$ cat src/sv/swts_pkg.sv
// Shared types, constants and codes for the sliding-window timing statistics block.
`default_nettype none

package swts_pkg;

    localparam int WINDOW_DEF = 512;
    localparam int SAMPLE_W   = 24;
    localparam int PCT_W      = 7;
    localparam int COUNT_W    = 10;
    localparam int INTERP_W   = SAMPLE_W + PCT_W;

    localparam logic [PCT_W-1:0] PCT_MAX = 7'd100;

    // Reciprocal of 100 scaled by 2**37; exact for every dividend below 2**32.
    localparam logic [31:0] RECIP100 = 32'h51EB851F;
    localparam int          RECIP_SH = 37;

    localparam logic CMD_ADD   = 1'b0;
    localparam logic CMD_QUERY = 1'b1;

    typedef struct packed {
        logic                cmd;
        logic [SAMPLE_W-1:0] sample;
        logic [PCT_W-1:0]    percent;
    } in_t;

    typedef struct packed {
        logic [SAMPLE_W-1:0] last_sample;
        logic [COUNT_W-1:0]  sample_count;
        logic [SAMPLE_W-1:0] mean_value;
        logic [SAMPLE_W-1:0] weighted_mean;
        logic [SAMPLE_W-1:0] max_all_time;
        logic [SAMPLE_W-1:0] max_recent;
        logic [SAMPLE_W-1:0] percentile_value;
    } out_t;

    typedef enum logic [1:0] {
        DIV_MEAN,
        DIV_WSQ
    } div_sel_t;

    typedef enum logic [4:0] {
        ST_IDLE,
        ST_A_RDRING,
        ST_A_OLD,
        ST_A_REMOVE,
        ST_A_INS_INIT,
        ST_A_INSERT,
        ST_A_UPD,
        ST_A_SQSUB,
        ST_A_MEAN,
        ST_A_MEAN_W,
        ST_A_WSQ,
        ST_A_WSQ_W,
        ST_Q_START,
        ST_Q_DIV,
        ST_Q_REM,
        ST_Q_RDA,
        ST_Q_RDB,
        ST_Q_MUL1,
        ST_Q_MUL2,
        ST_Q_IDIV,
        ST_DONE
    } state_t;

    typedef struct packed {
        logic     cap;
        logic     ring_rd;
        logic     old_ld;
        logic     rm_init;
        logic     rm_step;
        logic     ins_init;
        logic     ins_step;
        logic     upd;
        logic     sq_sub;
        logic     div_go;
        logic     div_st;
        div_sel_t div_sel;
        logic     pct_clr;
        logic     prod_ld;
        logic     lo_ld;
        logic     r_ld;
        logic     rd_a;
        logic     rd_b;
        logic     mul1;
        logic     mul2;
        logic     pct_ld;
    } ctl_t;

    typedef struct packed {
        logic rm_done;
        logic ins_done;
        logic div_done;
        logic empty;
        logic filled;
    } stat_t;

endpackage

`default_nettype wire

$ cat src/sv/swts_ctrl.sv
// Controller state machine that sequences add and query transactions.
`default_nettype none

module swts_ctrl (
    input  wire logic            clk,
    input  wire logic            rst_n,
    input  wire logic            start,
    input  wire logic            item_cmd,
    input  wire swts_pkg::stat_t stat,
    output swts_pkg::ctl_t       ctl,
    output logic                 busy,
    output logic                 done
);
    import swts_pkg::*;

    state_t state_reg;
    state_t state_next;

    always_ff @(posedge clk or negedge rst_n)
    begin
        if (!rst_n)
        begin
            state_reg <= ST_IDLE;
        end
        else
        begin
            state_reg <= state_next;
        end
    end

    always_comb
    begin
        state_next  = state_reg;
        ctl         = '0;
        ctl.div_sel = DIV_MEAN;
        case (state_reg)
            ST_IDLE:
            begin
                if (start)
                begin
                    ctl.cap    = 1'b1;
                    state_next = (item_cmd == CMD_QUERY) ? ST_Q_START : ST_A_RDRING;
                end
            end
            ST_A_RDRING:
            begin
                ctl.ring_rd = 1'b1;
                ctl.rm_init = 1'b1;
                state_next  = ST_A_OLD;
            end
            ST_A_OLD:
            begin
                ctl.old_ld = 1'b1;
                state_next = stat.filled ? ST_A_REMOVE : ST_A_INS_INIT;
            end
            ST_A_REMOVE:
            begin
                if (stat.rm_done)
                begin
                    state_next = ST_A_INS_INIT;
                end
                else
                begin
                    ctl.rm_step = 1'b1;
                end
            end
            ST_A_INS_INIT:
            begin
                ctl.ins_init = 1'b1;
                state_next   = ST_A_INSERT;
            end
            ST_A_INSERT:
            begin
                if (stat.ins_done)
                begin
                    state_next = ST_A_UPD;
                end
                else
                begin
                    ctl.ins_step = 1'b1;
                end
            end
            ST_A_UPD:
            begin
                ctl.upd    = 1'b1;
                state_next = ST_A_SQSUB;
            end
            ST_A_SQSUB:
            begin
                ctl.sq_sub = 1'b1;
                state_next = ST_A_MEAN;
            end
            ST_A_MEAN:
            begin
                ctl.div_go = 1'b1;
                state_next = ST_A_MEAN_W;
            end
            ST_A_MEAN_W:
            begin
                ctl.div_st = 1'b1;
                if (stat.div_done)
                begin
                    state_next = ST_A_WSQ;
                end
            end
            ST_A_WSQ:
            begin
                ctl.div_sel = DIV_WSQ;
                ctl.div_go  = 1'b1;
                state_next  = ST_A_WSQ_W;
            end
            ST_A_WSQ_W:
            begin
                ctl.div_sel = DIV_WSQ;
                ctl.div_st  = 1'b1;
                if (stat.div_done)
                begin
                    state_next = ST_DONE;
                end
            end
            ST_Q_START:
            begin
                if (stat.empty)
                begin
                    ctl.pct_clr = 1'b1;
                    state_next  = ST_DONE;
                end
                else
                begin
                    ctl.prod_ld = 1'b1;
                    state_next  = ST_Q_DIV;
                end
            end
            ST_Q_DIV:
            begin
                ctl.lo_ld  = 1'b1;
                state_next = ST_Q_REM;
            end
            ST_Q_REM:
            begin
                ctl.r_ld   = 1'b1;
                state_next = ST_Q_RDA;
            end
            ST_Q_RDA:
            begin
                ctl.rd_a   = 1'b1;
                state_next = ST_Q_RDB;
            end
            ST_Q_RDB:
            begin
                ctl.rd_b   = 1'b1;
                state_next = ST_Q_MUL1;
            end
            ST_Q_MUL1:
            begin
                ctl.mul1   = 1'b1;
                state_next = ST_Q_MUL2;
            end
            ST_Q_MUL2:
            begin
                ctl.mul2   = 1'b1;
                state_next = ST_Q_IDIV;
            end
            ST_Q_IDIV:
            begin
                ctl.pct_ld = 1'b1;
                state_next = ST_DONE;
            end
            ST_DONE:
            begin
                state_next = ST_IDLE;
            end
            default:
            begin
                state_next = ST_IDLE;
            end
        endcase
    end

    assign busy = (state_reg != ST_IDLE);
    assign done = (state_reg == ST_DONE);

    a_start_busy: assert property (@(posedge clk) disable iff (!rst_n)
        start && !busy |=> busy)
        else $error("accepted transaction did not make the block busy");

    a_done_free: assert property (@(posedge clk) disable iff (!rst_n)
        done |=> !busy)
        else $error("block still busy after delivering a result");

    a_done_once: assert property (@(posedge clk) disable iff (!rst_n)
        done |=> !done)
        else $error("result strobe held for more than one cycle");

endmodule

`default_nettype wire

$ cat config.mk
export PLATFORM = sky130hd
export DESIGN_NAME = swts_ctrl
export DESIGN_NICKNAME = d
export VERILOG_FILES = /design/src/sv/swts_pkg.sv /design/src/sv/swts_ctrl.sv
export SDC_FILE = /design/constraint.sdc
export NUM_CORES = 1
export LEC_CHECK = 0
export BUFFER_PORTS_ARGS = -buffer_cell sky130_fd_sc_hd__buf_2
export CAP_MARGIN = 0
export CORE_MARGIN = 3
export CORE_UTILIZATION = 40
export CTS_CLUSTER_DIAMETER = 120
export CTS_CLUSTER_SIZE = 40
export DETAILED_ROUTE_END_ITERATION = 6
export PLACE_DENSITY = 0.73
export SLEW_MARGIN = 20
export SYNTH_ARGS = -nofsm -noshare
export SYNTH_HDL_FRONTEND = slang
export SYNTH_SLANG_ARGS = --single-unit
$ cat constraint.sdc
create_clock -name clk -period 3.58 [get_ports clk]
set_clock_uncertainty 0.05 [all_clocks]
set_input_delay 0.358 -clock clk [delete_from_list [all_inputs] [get_ports clk]]
set_output_delay 0.358 -clock clk [all_outputs]
set_load 0.05 [all_outputs]
==> flow_metrics.env <==
export IMPL_status="completed"
export IMPL_syn_inst=90
export IMPL_fp_row_count=13
export IMPL_vias=743
export IMPL_end_kind="primary output"
export IMPL_final_setup_tns_ns=0
export IMPL_ys_types=36
export IMPL_place_congestion=0.8654
export IMPL_synth_edf_count=0
export IMPL_drt_initial_drc_count=19
export IMPL_first_pass_iters=4
export IMPL_cts_buffer_depth=2
export IMPL_crit_fanout=19
export IMPL_ios=33
export IMPL_max_freq_mhz=406.7
export IMPL_utilization_pct=56.87
export IMPL_p_leak_nw=0.3972
export IMPL_min_period_over_period_pct=68.69
export IMPL_cts_sink_count=5
export IMPL_grt_max_degree=20
export IMPL_syn_area_um2=618.1
export IMPL_post_cts_buffers=0
export IMPL_hold_class="primary input to flip-flop"
export IMPL_portBuffers=31
export IMPL_critPathKind="flip-flop to primary output"
export IMPL_worstSetupStartpointType="flip-flop"
export IMPL_vias_per_cell=5.672
export IMPL_cts_buffers=3
export IMPL_ir_drop_v=0.0005174
export IMPL_finalNetCount=126
export IMPL_drv_slew=0
export IMPL_synth_compound_area_share_pct=24.70
export IMPL_arrival_ns=2.05
export IMPL_drtAntennaViolNets=0
export IMPL_p_per_area_nw_per_um2=1018
export IMPL_die_w_um=45.31
export IMPL_finalPower_w=0.0007907
export IMPL_synth_top_family_by_area="simple AND/OR/NAND/NOR gates"
export IMPL_critPathSlowestCell="dfrtp_1"
export IMPL_coreArea_um2=1366
export IMPL_worst_path_buf_inv=2
export IMPL_antenna_cells=0
export IMPL_wl_per_cell_um=12.59
export IMPL_dieArea_um2=2053
export IMPL_setup_viol=0
export IMPL_clk_transition_reported_paths_ns=0.04
export IMPL_synthAdderAreaFrac_pct=0
export IMPL_crit_path_max_incr_delay_ns=0.61
export IMPL_yosys_area_top_type="dfrtp_1"
export IMPL_grt_pass1_wl_mm=2.691
export IMPL_yosys_warnings=0
export IMPL_synth_xor_area_share_pct=0
export IMPL_ys_seq_area_share_pct=20.24
export IMPL_ctsRootBufferMaster="clkbuf_4"
export IMPL_synthTopCellsByArea="dfrtp_1, nor2_1, nor3_1, a31oi_1, buf_4"
export IMPL_slew_headroom_pct=63.50
export IMPL_fillers=149
export IMPL_synth_mux_area_share_pct=0
export IMPL_synth_nets=99
export IMPL_drc=0
export IMPL_grt_overflow_total=0
export IMPL_rsz0062_at_grt="no"
export IMPL_wl_mm=1.649
export IMPL_drive_gt1_share_pct=33.62
export IMPL_antenna_found_initial=0
export IMPL_synthSimpleGateAreaFrac_pct=42.91
export IMPL_critPathTopFamily="simple AND/OR/NAND/NOR gates"
export IMPL_synth_area_per_cell_um2=6.868
export IMPL_synth_ff_type="dfrtp_1"
export IMPL_gr_usage_all_layers_pct=17.78
export IMPL_largest_reg_flops=5
export IMPL_final_hold_viol_count=0
export IMPL_cts_max_level=1
export IMPL_die_h_um=45.31
export IMPL_cap_violations=0
export IMPL_period_needed_ns=2.459
export IMPL_start_util_pct=45.24
export IMPL_cts_tree="done"
export IMPL_cp_data_required_time_ns=3.17
export IMPL_path_cells="or3b_4 -> or3_4 -> clkinv_4 -> buf_2"
export IMPL_syn_to_final_growth_pct=25.71
export IMPL_worstMarginPinSlew_ns=0.5475
export IMPL_ys_seq_elements=5
export IMPL_netlist_area_leader_share_pct=20.24
export IMPL_grt_pass1_vias=595
export IMPL_clkLatencyLatePin_ns=0.24
export IMPL_async_reset_ff_share_pct=100.0
export IMPL_dp_hpwl_mm=1.229
-- where the power goes --
part / total (W) / switching, W / internal (W)
logic: 0.000537 / 0.000356 / 0.000180
clock network: 0.0000635 / 0.0000215 / 0.0000420
registers: 0.000190 / 0.000107 / 0.0000831
-- cells in the mapped netlist, types with 2 or more instances --
master     n
nand2_1    4
nor2_1    20
a31oi_1    4
or2b_1     2
a21boi_0   2
nor3_1     6
o21ai_0    3
buf_4      3
nor4_1     3
buf_2      2
or3_1      3
nand2b_1   2
clkbuf_1   5
nand3b_1   2
a21oi_1    2
inv_1      3
dfrtp_1    5
-- kinds of logic after synthesis --
kind of cell,count (synthesis)
buf+inv,14
flops,5
compound gates,21
other cells,1
simple gates,49
-- timing repair --
action / CTS / global route
hold buffers: 1 / 0
resized for setup: 0 / 0
hold endpoints to repair: 5 / 0
-- metal layers --
layer  routed length (um)  vias to the layer above  global-route usage, %  part of all wire (%)
li1                     -                      373                      -                     -
met2                  736                       30                  23.16                    45
met5                    0                        -                      0                     0
met4                    0                        0                  8.772                     0
met3                  116                        0                  3.586                   7.0
met1                  796                      340                  26.99                    48
-- path summary, 6_finish.rpt --
check	startpoint	to	slack, ns	cells past startpoint
worst max-delay path	state_reg[0]	ctl[15]	1.12	4
worst min-delay path	stat[2]	state_reg[3]	0.30	2
worst max register to register	state_reg[4]	state_reg[3]	1.60	4
worst min register to register	state_reg[4]	state_reg[4]	0.77	2
max in group asynchronous	rst_n	state_reg[3]	2.94	2
min in group asynchronous	rst_n	state_reg[0]	0.41	2
-- cell type report --
cell class,instances,area (um^2),share of cell area (%)
repair buffers,32,165.2,21.26
clock buffers,4,26.28,3.382
well taps,15,18.77,2.415
flip-flops and latches,5,125.1,16.10
multi-input cells,71,421.7,54.27
inverters,4,20.02,2.576
-- through the flow --
step	worst slack [ns]	cell area, um^2	instances	hold slack, ns
2_1_floorplan	0.8622	618.1	90	0.01241
3_3_place_gp	1.417	740.7	126	0.1263
3_5_place_dp	1.397	740.7	126	0.1259
4_1_cts	1.128	777.0	131	0.2873
5_1_grt	1.010	777.0	131	0.2854
6_report	1.121	777.0	131	0.3027
-- worst register-to-register path: stages (launching register included) --
cell and delay, ns:
dfrtp_1 0.53, or3_1 0.52, or3_1 0.38, o211ai_2 0.22, o22ai_1 0.13
-- layout by cell type (no fill, tap or decap), types with 2 or more instances in the layout --
master and instances:
clkbuf_4 3, a31oi_1 4, or3_1 3, nand2_1 4, nand3b_1 2, o21ai_0 3, dfrtp_1 5, a21oi_1 2
inv_1 3, nor4_1 3, nor3_1 6, nor2_1 20, or2b_1 2, a21boi_0 2, nand2b_1 2, buf_2 31
(Power assumes the default switching activity.)
